<file path="src/hw/rtl/ccmt_pkg.sv">
`default_nettype none
// ----------------------------------------------------------------------------
// ccmt_pkg - shared types, constants and month table for the calendar clock
//
// Item and result structures, field limits and the month length lookup.
// ----------------------------------------------------------------------------
package ccmt_pkg;

   typedef enum logic {
      CMD_TICK = 1'b0,
      CMD_SET  = 1'b1
   } cmd_type;

   localparam logic [9:0]  MSEC_MAX    = 10'd999;
   localparam logic [5:0]  SEC_MAX     = 6'd59;
   localparam logic [5:0]  MIN_MAX     = 6'd59;
   localparam logic [4:0]  HOUR_MAX    = 5'd23;
   localparam logic [4:0]  DAY_FIRST   = 5'd1;
   localparam logic [3:0]  MONTH_FIRST = 4'd1;
   localparam logic [3:0]  MONTH_FEB   = 4'd2;
   localparam logic [3:0]  MONTH_MAX   = 4'd12;
   localparam logic [11:0] YEAR_BASE   = 12'd2000;
   localparam logic [11:0] YEAR_LAST   = 12'd2099;

   // Month lengths indexed by month number; unused codes read as zero.
   localparam logic [4:0] MONTH_LEN [16] = '{
      5'd0,  5'd31, 5'd28, 5'd31, 5'd30, 5'd31, 5'd30, 5'd31,
      5'd31, 5'd30, 5'd31, 5'd30, 5'd31, 5'd0,  5'd0,  5'd0
   };

   typedef struct packed {
      cmd_type     cmd;
      logic [9:0]  new_msec;
      logic [5:0]  new_sec;
      logic [5:0]  new_min;
      logic [4:0]  new_hour;
      logic [4:0]  new_day;
      logic [3:0]  new_month;
      logic [11:0] new_year;
   } ccmt_item_type;

   typedef struct packed {
      logic [9:0]  cur_msec;
      logic [5:0]  cur_sec;
      logic [5:0]  cur_min;
      logic [4:0]  cur_hour;
      logic [4:0]  cur_day;
      logic [3:0]  cur_month;
      logic [11:0] cur_year;
      logic        set_ok;
      logic [31:0] uptime_ms;
   } ccmt_rsp_type;

   // Days in a month; February gains a day when the year is a multiple of four.
   function automatic logic [4:0] month_days(input logic [3:0] month,
                                             input logic [1:0] year_low);
      logic [4:0] days;
      days = MONTH_LEN[month];
      if (month == MONTH_FEB && year_low == 2'b00) begin
         days = days + 5'd1;
      end
      return days;
   endfunction

endpackage
`default_nettype wire

</file>
<file path="src/hw/rtl/calendar_clock_ms_tick.sv">
`default_nettype none
// ----------------------------------------------------------------------------
// calendar_clock_ms_tick - millisecond calendar clock with uptime counter
//
// Request channel: tuser = 0 is a one-millisecond tick, tuser = 1 loads the
// time from tdata if every field is valid (years 2000 to 2099, real dates).
// Response channel: one transfer per request with the time after the step,
// the uptime count and, in tuser, whether a load was taken.
// Path: the request transfer loads the input register; the calendar update is
// then loaded into the result register, and the response is valid once it holds it.
// Throughput: one request per cycle while responses are taken, set by the
// combinational carry chain and load check in front of the result register.
// Reset: time 2000-01-01 00:00:00.000, uptime 0, both registers empty.
// Stall: a held response keeps its value; the input register takes one more
// request, then req_tready drops until the response transfer completes.
// ----------------------------------------------------------------------------
module calendar_clock_ms_tick (
   input  wire logic        clock,
   input  wire logic        reset,
   input  wire logic        req_tvalid,
   output logic             req_tready,
   // new_msec, new_sec, new_min, new_hour, new_day, new_month, new_year
   input  wire logic [47:0] req_tdata,
   // cmd
   input  wire logic        req_tuser,
   output logic             rsp_tvalid,
   input  wire logic        rsp_tready,
   // cur_msec, cur_sec, cur_min, cur_hour, cur_day, cur_month, cur_year, uptime_ms
   output logic [79:0]      rsp_tdata,
   // set_ok
   output logic             rsp_tuser
);
   import ccmt_pkg::*;

   logic          item_vld;
   logic          take;
   logic          step_en;
   ccmt_item_type item;
   ccmt_rsp_type  rsp;

   assign step_en = item_vld && take;

   ccmt_in_stage u_in_stage (
      .clock      (clock),
      .reset      (reset),
      .req_tvalid (req_tvalid),
      .req_tready (req_tready),
      .req_tdata  (req_tdata),
      .req_tuser  (req_tuser),
      .take       (take),
      .item_vld   (item_vld),
      .item       (item)
   );

   ccmt_core u_core (
      .clock   (clock),
      .reset   (reset),
      .step_en (step_en),
      .item    (item),
      .rsp     (rsp)
   );

   ccmt_out_stage u_out_stage (
      .clock      (clock),
      .reset      (reset),
      .step_en    (step_en),
      .rsp        (rsp),
      .take       (take),
      .rsp_tvalid (rsp_tvalid),
      .rsp_tready (rsp_tready),
      .rsp_tdata  (rsp_tdata),
      .rsp_tuser  (rsp_tuser)
   );

endmodule
`default_nettype wire

</file>
<file path="src/hw/rtl/ccmt_in_stage.sv">
`default_nettype none
// ----------------------------------------------------------------------------
// ccmt_in_stage - input register of the calendar clock
//
// Captures one request transfer and unpacks it into an item structure.
// ----------------------------------------------------------------------------
module ccmt_in_stage (
   input  wire logic                   clock,
   input  wire logic                   reset,
   input  wire logic                   req_tvalid,
   output logic                        req_tready,
   input  wire logic [47:0]            req_tdata,
   input  wire logic                   req_tuser,
   input  wire logic                   take,
   output logic                        item_vld,
   output ccmt_pkg::ccmt_item_type     item
);
   import ccmt_pkg::*;

   logic          item_vld_ff;
   logic          item_vld_in;
   ccmt_item_type item_ff;
   ccmt_item_type item_in;

   assign req_tready = !item_vld_ff || take;

   always_comb begin
      item_in.cmd       = cmd_type'(req_tuser);
      item_in.new_msec  = req_tdata[9:0];
      item_in.new_sec   = req_tdata[15:10];
      item_in.new_min   = req_tdata[21:16];
      item_in.new_hour  = req_tdata[26:22];
      item_in.new_day   = req_tdata[31:27];
      item_in.new_month = req_tdata[35:32];
      item_in.new_year  = req_tdata[47:36];
   end

   // Hold while the item is stalled, otherwise follow the request side.
   assign item_vld_in = req_tready ? req_tvalid : item_vld_ff;

   always_ff @(posedge clock) begin
      if (reset) begin
         item_vld_ff <= 1'b0;
      end else begin
         item_vld_ff <= item_vld_in;
      end
   end

   always_ff @(posedge clock) begin
      if (req_tvalid && req_tready) begin
         item_ff <= item_in;
      end
   end

   assign item_vld = item_vld_ff;
   assign item     = item_ff;

endmodule
`default_nettype wire

</file>
<file path="src/hw/rtl/ccmt_core.sv">
`default_nettype none
// ----------------------------------------------------------------------------
// ccmt_core - calendar state and combinational update
//
// Holds the calendar and uptime counters, applies a tick carry chain or a
// checked load, and presents the state after the step.
// ----------------------------------------------------------------------------
module ccmt_core (
   input  wire logic                   clock,
   input  wire logic                   reset,
   input  wire logic                   step_en,
   input  wire ccmt_pkg::ccmt_item_type item,
   output ccmt_pkg::ccmt_rsp_type      rsp
);
   import ccmt_pkg::*;

   logic [9:0]  ms_ff,    ms_in;
   logic [5:0]  sec_ff,   sec_in;
   logic [5:0]  min_ff,   min_in;
   logic [4:0]  hour_ff,  hour_in;
   logic [4:0]  day_ff,   day_in;
   logic [3:0]  month_ff, month_in;
   logic [6:0]  year_ff,  year_in;
   logic [31:0] tick_ff,  tick_in;
   logic        set_valid;
   logic        set_ok;

   assign set_valid = (item.new_msec <= MSEC_MAX) && (item.new_sec <= SEC_MAX) &&
                      (item.new_min <= MIN_MAX) && (item.new_hour <= HOUR_MAX) &&
                      (item.new_day >= DAY_FIRST) && (item.new_month >= MONTH_FIRST) &&
                      (item.new_month <= MONTH_MAX) &&
                      (item.new_year >= YEAR_BASE) && (item.new_year <= YEAR_LAST) &&
                      (item.new_day <= month_days(item.new_month, item.new_year[1:0]));

   always_comb begin
      ms_in    = ms_ff;
      sec_in   = sec_ff;
      min_in   = min_ff;
      hour_in  = hour_ff;
      day_in   = day_ff;
      month_in = month_ff;
      year_in  = year_ff;
      tick_in  = tick_ff;
      set_ok   = 1'b0;
      unique case (item.cmd)
         CMD_TICK: begin
            tick_in = tick_ff + 32'd1;
            // Cascade the carry up through the calendar fields.
            if (ms_ff < MSEC_MAX) begin
               ms_in = ms_ff + 10'd1;
            end else begin
               ms_in = '0;
               if (sec_ff < SEC_MAX) begin
                  sec_in = sec_ff + 6'd1;
               end else begin
                  sec_in = '0;
                  if (min_ff < MIN_MAX) begin
                     min_in = min_ff + 6'd1;
                  end else begin
                     min_in = '0;
                     if (hour_ff < HOUR_MAX) begin
                        hour_in = hour_ff + 5'd1;
                     end else begin
                        hour_in = '0;
                        if (day_ff < month_days(month_ff, year_ff[1:0])) begin
                           day_in = day_ff + 5'd1;
                        end else begin
                           day_in = DAY_FIRST;
                           if (month_ff < MONTH_MAX) begin
                              month_in = month_ff + 4'd1;
                           end else begin
                              month_in = MONTH_FIRST;
                              year_in  = year_ff + 7'd1;
                           end
                        end
                     end
                  end
               end
            end
         end
         CMD_SET: begin
            if (set_valid) begin
               ms_in    = item.new_msec;
               sec_in   = item.new_sec;
               min_in   = item.new_min;
               hour_in  = item.new_hour;
               day_in   = item.new_day;
               month_in = item.new_month;
               year_in  = 7'(item.new_year - YEAR_BASE);
               set_ok   = 1'b1;
            end
         end
         default: begin
            set_ok = 1'b0;
         end
      endcase
   end

   always_ff @(posedge clock) begin
      if (reset) begin
         ms_ff    <= '0;
         sec_ff   <= '0;
         min_ff   <= '0;
         hour_ff  <= '0;
         day_ff   <= DAY_FIRST;
         month_ff <= MONTH_FIRST;
         year_ff  <= '0;
         tick_ff  <= '0;
      end else if (step_en) begin
         ms_ff    <= ms_in;
         sec_ff   <= sec_in;
         min_ff   <= min_in;
         hour_ff  <= hour_in;
         day_ff   <= day_in;
         month_ff <= month_in;
         year_ff  <= year_in;
         tick_ff  <= tick_in;
      end
   end

   always_comb begin
      rsp.cur_msec  = ms_in;
      rsp.cur_sec   = sec_in;
      rsp.cur_min   = min_in;
      rsp.cur_hour  = hour_in;
      rsp.cur_day   = day_in;
      rsp.cur_month = month_in;
      rsp.cur_year  = YEAR_BASE + {5'd0, year_in};
      rsp.set_ok    = set_ok;
      rsp.uptime_ms = tick_in;
   end

   a_calendar_in_range: assert property (@(posedge clock) disable iff (reset)
      ms_ff <= MSEC_MAX && sec_ff <= SEC_MAX && min_ff <= MIN_MAX && hour_ff <= HOUR_MAX)
      else $error("time of day out of range");

   a_date_in_range: assert property (@(posedge clock) disable iff (reset)
      month_ff >= MONTH_FIRST && month_ff <= MONTH_MAX && day_ff >= DAY_FIRST &&
      day_ff <= month_days(month_ff, year_ff[1:0]))
      else $error("date out of range");

   a_tick_counts: assert property (@(posedge clock) disable iff (reset)
      step_en && item.cmd == CMD_TICK |=> tick_ff == $past(tick_ff) + 32'd1)
      else $error("uptime did not advance on tick");

   a_set_keeps_uptime: assert property (@(posedge clock) disable iff (reset)
      step_en && item.cmd == CMD_SET |=> $stable(tick_ff))
      else $error("uptime changed on set");

   a_reject_holds: assert property (@(posedge clock) disable iff (reset)
      step_en && item.cmd == CMD_SET && !set_valid |=>
      $stable(ms_ff) && $stable(day_ff) && $stable(month_ff) && $stable(year_ff))
      else $error("rejected set changed the calendar");

endmodule
`default_nettype wire

</file>
<file path="src/hw/rtl/ccmt_out_stage.sv">
`default_nettype none
// ----------------------------------------------------------------------------
// ccmt_out_stage - result register of the calendar clock
//
// Holds one result until the response transfer completes and packs it.
// ----------------------------------------------------------------------------
module ccmt_out_stage (
   input  wire logic                   clock,
   input  wire logic                   reset,
   input  wire logic                   step_en,
   input  wire ccmt_pkg::ccmt_rsp_type rsp,
   output logic                        take,
   output logic                        rsp_tvalid,
   input  wire logic                   rsp_tready,
   output logic [79:0]                 rsp_tdata,
   output logic                        rsp_tuser
);
   import ccmt_pkg::*;

   logic         rsp_vld_ff;
   logic         rsp_vld_in;
   ccmt_rsp_type rsp_ff;

   // Room for a new result when empty or when the held one leaves now.
   assign take = !rsp_vld_ff || rsp_tready;

   assign rsp_vld_in = take ? step_en : rsp_vld_ff;

   always_ff @(posedge clock) begin
      if (reset) begin
         rsp_vld_ff <= 1'b0;
      end else begin
         rsp_vld_ff <= rsp_vld_in;
      end
   end

   always_ff @(posedge clock) begin
      if (step_en) begin
         rsp_ff <= rsp;
      end
   end

   assign rsp_tvalid = rsp_vld_ff;
   assign rsp_tuser  = rsp_ff.set_ok;
   assign rsp_tdata  = {rsp_ff.uptime_ms, rsp_ff.cur_year, rsp_ff.cur_month,
                        rsp_ff.cur_day, rsp_ff.cur_hour, rsp_ff.cur_min,
                        rsp_ff.cur_sec, rsp_ff.cur_msec};

endmodule
`default_nettype wire

</file>
<file path="config.mk">
export PLATFORM = sky130hd
export DESIGN_NAME = calendar_clock_ms_tick
export DESIGN_NICKNAME = d
export VERILOG_FILES = /design/src/hw/rtl/ccmt_pkg.sv /design/src/hw/rtl/calendar_clock_ms_tick.sv /design/src/hw/rtl/ccmt_in_stage.sv /design/src/hw/rtl/ccmt_core.sv /design/src/hw/rtl/ccmt_out_stage.sv
export SDC_FILE = /design/constraint.sdc
export NUM_CORES = 1
export LEC_CHECK = 0
export BUFFER_PORTS_ARGS = -buffer_cell sky130_fd_sc_hd__buf_4
export CORE_ASPECT_RATIO = 0.75
export CORE_MARGIN = 2
export CORE_UTILIZATION = 50
export CTS_BUF_LIST = sky130_fd_sc_hd__clkbuf_16
export CTS_CLUSTER_DIAMETER = 100
export CTS_CLUSTER_SIZE = 16
export DETAILED_ROUTE_END_ITERATION = 6
export GPL_TIMING_DRIVEN = 0
export PLACE_DENSITY = 0.75
export REMOVE_ABC_BUFFERS = 1
export SYNTH_ARGS = -nofsm -noshare
export SYNTH_HDL_FRONTEND = slang
export SYNTH_SLANG_ARGS = --single-unit
</file>
<file path="constraint.sdc">
create_clock -name clock -period 4.3 [get_ports clock]
set_input_delay 0.86 -clock clock [delete_from_list [all_inputs] [get_ports clock]]
set_output_delay 0.86 -clock clock [all_outputs]
set_load 0.02 [all_outputs]
</file>
* Word level (Yosys, flattened, before mapping)
Memories as Yosys holds them, arrays and structs flattened.
Cells that the tools add are included.
** Word-level totals
- Flip-flop bits (word level) :: 207
- Bits in read-only memories :: 160
- Memories :: 2
- Input bits :: 53
- Output and inout bits :: 83
** Memories
- (name not given) :: words 16, width 5, rd ports 1, clocked after memory_dff 0, wr ports 0, RTL line ccmt_pkg.sv:58 : days = MONTH_LEN[month];
- (name not given) :: words 16, width 5, rd ports 1, clocked after memory_dff 0, wr ports 0, RTL line ccmt_pkg.sv:58
** Cells by class
- Bitwise gates (word level) :: 3
- Order comparisons :: 18
- Reduce and logical (&&, ||, !) cells :: 19
- $add $sub $neg :: 12
- Eq/ne operators :: 2
- Muxes and demuxes :: 54
** Operators with widths (count)
- $mux W5 :: 22
- $mux W7 :: 7
- $mux W6 :: 7
- $add A32 B1 Y32 const B :: 1
- $mux W32 :: 1
- $mux W4 :: 7
- $pmux W6 S2 :: 2
- $add A5 B1 Y5 const B :: 4
- $mux W10 :: 2
- $pmux W10 S2 :: 1
- $pmux W5 S2 :: 2
- $pmux W7 S2 :: 1
- $logic_and A1 B1 Y1 :: 13
- $add A11 B7 Y12 const A :: 1
- $add A6 B1 Y6 const B :: 2
- $ge A12 B11 Y1 const B :: 1
- $le A12 B12 Y1 const B :: 1
- $le A6 B6 Y1 const B :: 2
- $lt A6 B6 Y1 const B :: 2
- $add A10 B1 Y10 const B :: 1
- $ge A5 B5 Y1 const B :: 2
- $le A10 B10 Y1 const B :: 1
- $lt A10 B10 Y1 const B :: 1
- $not A4 Y5 :: 2
- other kinds (18) :: 22

* Depth between registers and ports, before layout
Gate-level depths: netlist of run 1.
- Word-level depth :: 19
- Depth in mapped cells :: 21

* Hierarchy
From an unflattened synthesis of run 1, not the netlist that was laid out.
** Second synthesis, totals
- Cells, all modules :: 954
- Area total of the unflattened synthesis :: 10035.9 um2
** Modules (own cells, without submodules)
- ccmt_core :: instances 1, area each 6024.5 um2, cells each 814
- ccmt_out_stage :: instances 1, area each 2478.6 um2, cells each 85
- ccmt_in_stage :: instances 1, area each 1526.5 um2, cells each 54
- calendar_clock_ms_tick :: instances 1, area each 6.3 um2, cells each 1

* Least setup slack after synthesis of run 1
OpenSTA, ideal clock, no wires.
- Path kind :: in2reg
- Start :: in rsp_tready
- End :: reg u_out_stage.rsp_ff (netlist bit u_out_stage.rsp_tdata[0]), enable pin
- Path slack :: -0.117 ns
- Arrival :: 3.944 ns
- Cell stages on the path :: 6
- Required time :: 3.826 ns
- Library setup time :: 0.474 ns
- Buffers on the path :: 3
- Path through :: nor2b_1 -> nand2b_1 -> clkbuf_1 -> clkinv_1 -> clkbuf_1 -> clkbuf_1
** Between the ends
- Longest elaborated chain between the ends :: 2
** Ends and longest elaborated chain
- start, declared :: RTL line calendar_clock_ms_tick.sv:27 : input wire logic rsp_tready,
- $logic_or A1 B1 Y1 :: RTL line ccmt_out_stage.sv:25 : assign take = !rsp_vld_ff || rsp_tready;
- $logic_and A1 B1 Y1 :: RTL line calendar_clock_ms_tick.sv:41 : assign step_en = item_vld && take;
- named net step_en :: RTL line calendar_clock_ms_tick.sv:37 : logic step_en;
- end signal, assigned :: RTL line ccmt_out_stage.sv:39 : rsp_ff <= rsp;
- end, declared :: RTL line ccmt_out_stage.sv:22 : ccmt_rsp_type rsp_ff;
The timed path passes the listed nets, and every way through them passes these cells.
A chain may end at the register's enable or synchronous reset.

==> results of run 1 <==
-- cells by family after synthesis --
family / Yosys count / synth area share [%]
XOR/XNOR: 55 / 4.86
AND/OR/NAND/NOR: 311 / 15.9
adder cells (fa/ha/maj): 30 / 3.79
buffers and inverters: 82 / 3.70
multiplexers: 9 / 0.921
AO/OA/AOI/OAI: 249 / 16.5
flip-flops: 205 / 54.3
-- layer usage --
layer	wire length, µm	track usage (%)	part of all wire (%)
met1	10400	32.3	45
met2	10300	32.5	44
met3	1960	4.02	8.5
met4	568	7.05	2.4
met5	0	0	0
-- tightest hold or removal path: stages, from the launching register on --
cell and delay (ps):
dfxtp_1 340, nand2_1 60, a21oi_1 50
-- through the flow --
step | cell area, µm² | instances | power (µW)
after floorplan | 9680 | 893 | 2470
after global placement | 11000 | 1281 | 2630
after detailed placement | 11100 | 1285 | 2640
after CTS | 11700 | 1319 | 4020
after global routing | 11800 | 1329 | 4150
final | 11800 | 1329 | 4000
-- layout by cell type (no fill, tap or decap), drive strengths merged, types with 4 or more instances in the layout --
cell type	Yosys	layout
buf	15	153
edfxtp	128	128
nand2	101	101
dfxtp	77	77
o21ai	71	71
nor2	68	68
a21oi	57	57
inv	32	43
xor2	30	30
ha	30	30
a31oi	27	27
nor3	26	26
xnor2	25	25
nand3	21	21
nand4	19	19
a211oi	18	18
clkbuf	33	17
and3	16	16
or3	16	16
o22ai	9	9
a21o	9	9
and2	9	9
nor4	9	9
mux2i	8	8
a32oi	7	7
nand2b	7	7
o31ai	6	6
o211ai	5	5
and4	5	5
or2	5	5
o21a	4	4
-- synth_stat cells, types with 4 or more instances --
library cell / instances / area share, %
a32oi_1: 7 / 0.62
edfxtp_1: 128 / 39
nor2_1: 68 / 2.6
o21ai_0: 69 / 3.5
dfxtp_1: 77 / 16
and2_1: 9 / 0.57
a21oi_1: 56 / 2.8
and3_1: 14 / 0.88
o21a_1: 4 / 0.30
nor4_1: 7 / 0.44
buf_2: 7 / 0.35
xor2_1: 30 / 2.7
nand2_1: 101 / 3.8
clkbuf_1: 31 / 1.2
mux2i_1: 8 / 0.81
and4_1: 4 / 0.35
or2_2: 4 / 0.25
a211oi_1: 16 / 1.2
nand2b_1: 7 / 0.44
buf_4: 4 / 0.30
a21o_1: 8 / 0.61
o211ai_1: 5 / 0.38
or3_1: 13 / 0.82
ha_1: 30 / 3.8
xnor2_1: 25 / 2.2
nor3_1: 25 / 1.3
a31oi_1: 26 / 1.6
o22ai_1: 9 / 0.57
nand3_1: 20 / 1.0
inv_1: 32 / 1.2
o31ai_1: 6 / 0.45
nand4_1: 16 / 1.0
-- flip-flops by register name, indices dropped and copies added (netlist names) --
register and count:
u_core.ms_ff 10, u_out_stage.rsp_tuser 1, u_core.year_ff 7, u_core.sec_ff 6, u_in_stage.item_vld 1, u_core.month_ff 4, u_core.tick_ff 32, u_out_stage.rsp_tdata 78
u_core.day_ff 5, u_in_stage.item 49, u_core.min_ff 6, u_out_stage.rsp_tvalid 1, u_core.hour_ff 5
-- final cells by class --
| cell class | instances | area share (%) |
|---|---|---|
| timing repair buffer | 153 | 10.3 |
| clock buffer | 17 | 3.60 |
| tap | 253 | 2.68 |
| sequential | 205 | 45.7 |
| timing repair inverter | 2 | 0.148 |
| clock inverter | 11 | 0.360 |
| multi-input combinational | 654 | 35.9 |
| inverter | 34 | 1.26 |
-- timing repair --
action                                  in CTS  in global routing
buffers inserted                             4                  9
pin swaps                                    4                  5
endpoints found under the setup margin      66                  7
cloned                                       2                  0
resized for setup                           13                  6
-- path summary, 6_finish.rpt --
check                                  start                                  end  slack, ps  depth (start not counted)
max reg2reg  u_core.month_ff[0]$_SDFFE_PP1P_  u_out_stage.rsp_tdata[42]$_DFFE_PP_        190                         19
min           u_core.tick_ff[1]$_SDFFE_PP0P_       u_core.tick_ff[1]$_SDFFE_PP0P_        490                          2
min reg2reg   u_core.tick_ff[1]$_SDFFE_PP0P_       u_core.tick_ff[1]$_SDFFE_PP0P_        490                          2
max          u_core.month_ff[0]$_SDFFE_PP1P_  u_out_stage.rsp_tdata[42]$_DFFE_PP_        190                         19
-- power by group through the flow --
stage / combinational [µW] / sequential [µW] / clock (µW)
floorplan: 152 / 2310 / 0
global placement: 342 / 2290 / 0
detailed placement: 360 / 2280 / 0
CTS: 368 / 2240 / 1420
global route: 419 / 2240 / 1490
finish: 384 / 2230 / 1390
==> impl_metrics.ini, run 1 <==
[sta]
final_period_minus_worst_setup_slack_ps = 4110
finalHoldViolations = 0
tightest_slew_ps = 1030
fmax_mhz = 243
fin_crit_sh_pct = 95.6
maxSlewViolCount = 0
skew_ps = 17.7
setup_viol = 0
slew_headroom_pct = 31.3
layout_setup_ws_ps = 188
holdWs_ps = 493
fin_setup_tns_ps = 0

[worst_setup_path]
cp-start-kind = flop
critical_path_required_ps = 4550
crit_top_cell = ha_1
criticalPathCategory = flop to flop
cp_slowest_stage_delay_ps = 420
cpLargestDelayFamily = adder cells
slowest_stage = a211o_1
cp.buffers_inverters = 5
worst-path-max-fanout = 7
arrival_ps = 4360
worst_setup_path_end_kind = flop
cp_cell_sequence = clkinvlp_4 > ha_1 > a21oi_1 > o21ai_0 > ha_1 > inv_1 > ha_1 > inv_1 > a21oi_1 > ha_1 > nand4_1 > a211o_1 > a21oi_4 > a31oi_4 > a211oi_4 > ha_1 > inv_1 > ha_1 > inv_1

[cells_and_area]
regArea_mm2 = 0.00539
area_delta_synth_final_pct = 19.0
drive_above_1_share_pct = 20.6
num-nets-final = 1149
multi_input_area_mm2 = 0.00424
diodes = 0
fill_cells = 1621
postLayoutCoreUtil_pct = 60.9

[clock_tree]
clockRootBuffer = clkbuf_16
tritoncts = built
cts_buffers = 16
hold_buffers = 0
htreeDepth = 1
cts_sinks = 205
clkLatencyLatePin_ps = 490
cts_buffer_depth = 3
clk_pin_slew_ps = 80

[global_route]
grt_max_degree = 80
grt_pass1_vias = 7327
track_usage_pct = 21.8
antenna_found_initial = 0
gr-total-overflow = 0
grt_pass1_wl_um = 37400

[power_and_ir_drop]
power-per-cell-area_mw_per_mm2 = 339
internal_power_uw = 3040
comb_power_share_pct = 9.6
seqPwrFrac_pct = 55.7
switching_share_pct = 24.0
p_leak_uw = 0.00457
net-switching-power_uw = 959
ir_drop_v = 0.000305
clockPowerShare_pct = 34.7

[detailed_routing]
routed-via-count = 7795
routed_wl_um = 23200
drt_iter0_drc = 843
wire_per_inst_um = 17.5
vias_per_cell = 5.87
postRouteAntennaNets = 0
drc = 0
drt_pass1_iterations = 6

[synth]
ys_seq_area_share_pct = 54.3
async_flop_share_pct = 0
synth_cells = 941
ys.flop_type = edfxtp_1
synth.avg_cell_area_um2 = 10.5
ys.warnings.count = 0
syn_area_mm2 = 0.00991
yosys_register_bits = 205
synth_edf_count = 128
yosysUniqueCellTypes = 81

[run]
max_cap_viol_count = 0

[die]
fp.dieW_um = 167
num_rows = 44
die_h_um = 126
io_pins = 136
dieArea_mm2 = 0.0210
initial_utilization_pct = 51.2
core-area_mm2 = 0.0194

[hold_path]
holdCritPathClass = flop to flop

[placed_design]
io_buffers = 135
place_congestion = 0.894
dpl_worst_slack_ps = -1040
place_hpwl_um = 15100

[run_status]
status = complete, no violations
No activity file was read; power rests on OpenSTA's default activity.
==> run 2: changes to the inputs <==
Settings changed: GPL_TIMING_DRIVEN 0 to not set, MAX_ROUTING_LAYER set to met4.
==> run 2 against run 1 <==
Cell area shrank 1.4%. Sequential cell count unchanged. Non-clock buffer count decreased by 1. Clock power about the same. Sequential share of layout area grew 0.60 points. Core utilization shrank 0.85 points. Maximum frequency grew 2.2%. Cell count decreased by 0.23%. Critical endpoint unchanged.
==> impl_metrics.ini, run 2 (same netlist as run 1, synthesis figures left out) <==
[sta]
finalHoldViolations = 0
fin_setup_tns_ps = 0
setup_viol = 0
slew_headroom_pct = 34.2
final_period_minus_worst_setup_slack_ps = 4020
fmax_mhz = 249
fin_crit_sh_pct = 93.5
grt_setup_unrepaired = false
skew_ps = 14.1
maxSlewViolCount = 0
tightest_slew_ps = 987
layout_setup_ws_ps = 279

[placed_design]
dpl_worst_slack_ps = 133
place_congestion = 0.883
place_hpwl_um = 16100
placed_area_mm2 = 0.0112
io_buffers = 135

[detailed_routing]
vias_per_cell = 5.77
drc = 0
routed-via-count = 7653
drt_iter0_drc = 748
drt_pass1_iterations = 5
postRouteAntennaNets = 0
routed_wl_um = 23500
wire_per_inst_um = 17.7

[die]
fp.dieW_um = 167
die_h_um = 126
num_rows = 44
core-area_mm2 = 0.0194
dieArea_mm2 = 0.0210
initial_utilization_pct = 51.2
io_pins = 136

[global_route]
antenna_found_initial = 0
track_usage_pct = 22.7
gr-total-overflow = 0
grt_pass1_vias = 7164
grt_pass1_wl_um = 37600
grt_max_degree = 64

[run]
max_cap_viol_count = 0

[power_and_ir_drop]
ir_drop_v = 0.000258
seqPwrFrac_pct = 55.9
net-switching-power_uw = 954
power-per-cell-area_mw_per_mm2 = 343
comb_power_share_pct = 9.3
switching_share_pct = 23.9
p_leak_uw = 0.00454
internal_power_uw = 3030
clockPowerShare_pct = 34.8

[clock_tree]
tritoncts = built
clockRootBuffer = clkbuf_16
post-cts-setup-buffers = 0
htreeDepth = 1
clk_pin_slew_ps = 80
cts_sinks = 205
cts_buffer_depth = 3
cts_buffers = 16
clkLatencyLatePin_ps = 490

[cells_and_area]
diodes = 0
regArea_mm2 = 0.00539
num-nets-final = 1146
area_delta_synth_final_pct = 17.4
fill_cells = 1617
layout_commonest_cell = buf_4
final_area_mm2 = 0.0116
postLayoutCoreUtil_pct = 60.0
drive_above_1_share_pct = 19.6
largest_register_ffs = 78
final_cell_mix = 151 x buf_4, 128 x edfxtp_1, 101 x nand2_1, 77 x dfxtp_1, 69 x o21ai_0
multi_input_area_mm2 = 0.00418

[worst_setup_path]
worst-path-max-fanout = 12
slowest_stage = dfxtp_1
cp_slowest_stage_delay_ps = 560
reg2reg_slack_ps = 280
worst_setup_path_end_kind = flop
criticalPathCategory = flop to flop
cp-start-kind = flop
critical_path_required_ps = 4550
crit_top_cell = ha_1
setup.worst_path.start = u_core.month_ff[3]$_SDFFE_PP0P_
cp_cell_sequence = and2_1 > a21oi_1 > o21ai_0 > ha_1 > inv_1 > ha_1 > inv_1 > a21oi_1 > ha_1 > nand4_1 > a2111oi_2 > nor3_2 > a21oi_4 > a31oi_4 > a211oi_4 > ha_1 > inv_1 > ha_1 > inv_1
reg2reg_from = u_core.month_ff[3]$_SDFFE_PP0P_
arrival_ps = 4270

[hold_path]
hp-start = u_core.tick_ff[1]$_SDFFE_PP0P_
holdCritPathClass = flop to flop

[run_status]
status = complete, no violations
==> run 2: power by group through the flow <==
stage	Clock [µW]	Sequential (µW)	Combinational [µW]
global route	1500	2240	406
global placement	0	2270	362
CTS	1420	2230	370
detailed placement	0	2270	369
finish	1390	2230	371
floorplan	0	2310	152
==> run 2: repair_timing <==
| item | 4_1_cts | 5_1_grt |
|---|---|---|
| resized for setup | 0 | 4 |
| hold buffers | 0 | 0 |
| setup endpoints to repair | 0 | 5 |
| endpoints found under the hold margin | 0 | 0 |
==> run 2: critical path, delay by kind of cell, from the launching register on <==
kind / cells / cell delay, ps
buffers and inverters: 4 / 160
adder cells (fa/ha/maj): 5 / 1200
AND/OR/NAND/NOR: 3 / 560
AO/OA/AOI/OAI: 7 / 1310
flip-flops: 1 / 560
==> run 2: final cells by class <==
| cell class | instances | area share (%) |
|---|---|---|
| Clock buffer | 17 | 3.66 |
| Sequential cell | 205 | 46.3 |
| Tap cell | 253 | 2.72 |
| Timing Repair Buffer | 152 | 9.91 |
| Inverter | 34 | 1.12 |
| Multi-Input combinational cell | 654 | 35.9 |
| Clock inverter | 11 | 0.366 |
==> run 2: path summary, 6_finish.rpt <==
kind	to	cells after the start
worst max-delay path	u_out_stage.rsp_tdata[42]$_DFFE_PP_	19
worst min-delay path	u_core.tick_ff[1]$_SDFFE_PP0P_	2
worst max register to register	u_out_stage.rsp_tdata[42]$_DFFE_PP_	19
worst min register to register	u_core.tick_ff[1]$_SDFFE_PP0P_	2
==> run 2: metal layers <==
layer	vias to the layer above	part of all wire [%]	global-route usage (%)
li1	3719	-	-
met1	3603	47	32.9
met2	294	44	33.3
met3	37	7.2	3.96
met4	0	1.9	5.38
met5	-	0	-
==> run 2: per-stage QoR <==
step	hold slack, ps	std cells	power (µW)
2_1_floorplan	452	893	2470
3_3_place_gp	470	1298	2630
3_5_place_dp	476	1298	2640
4_1_cts	488	1326	4020
5_1_grt	519	1326	4140
6_report	491	1326	3990
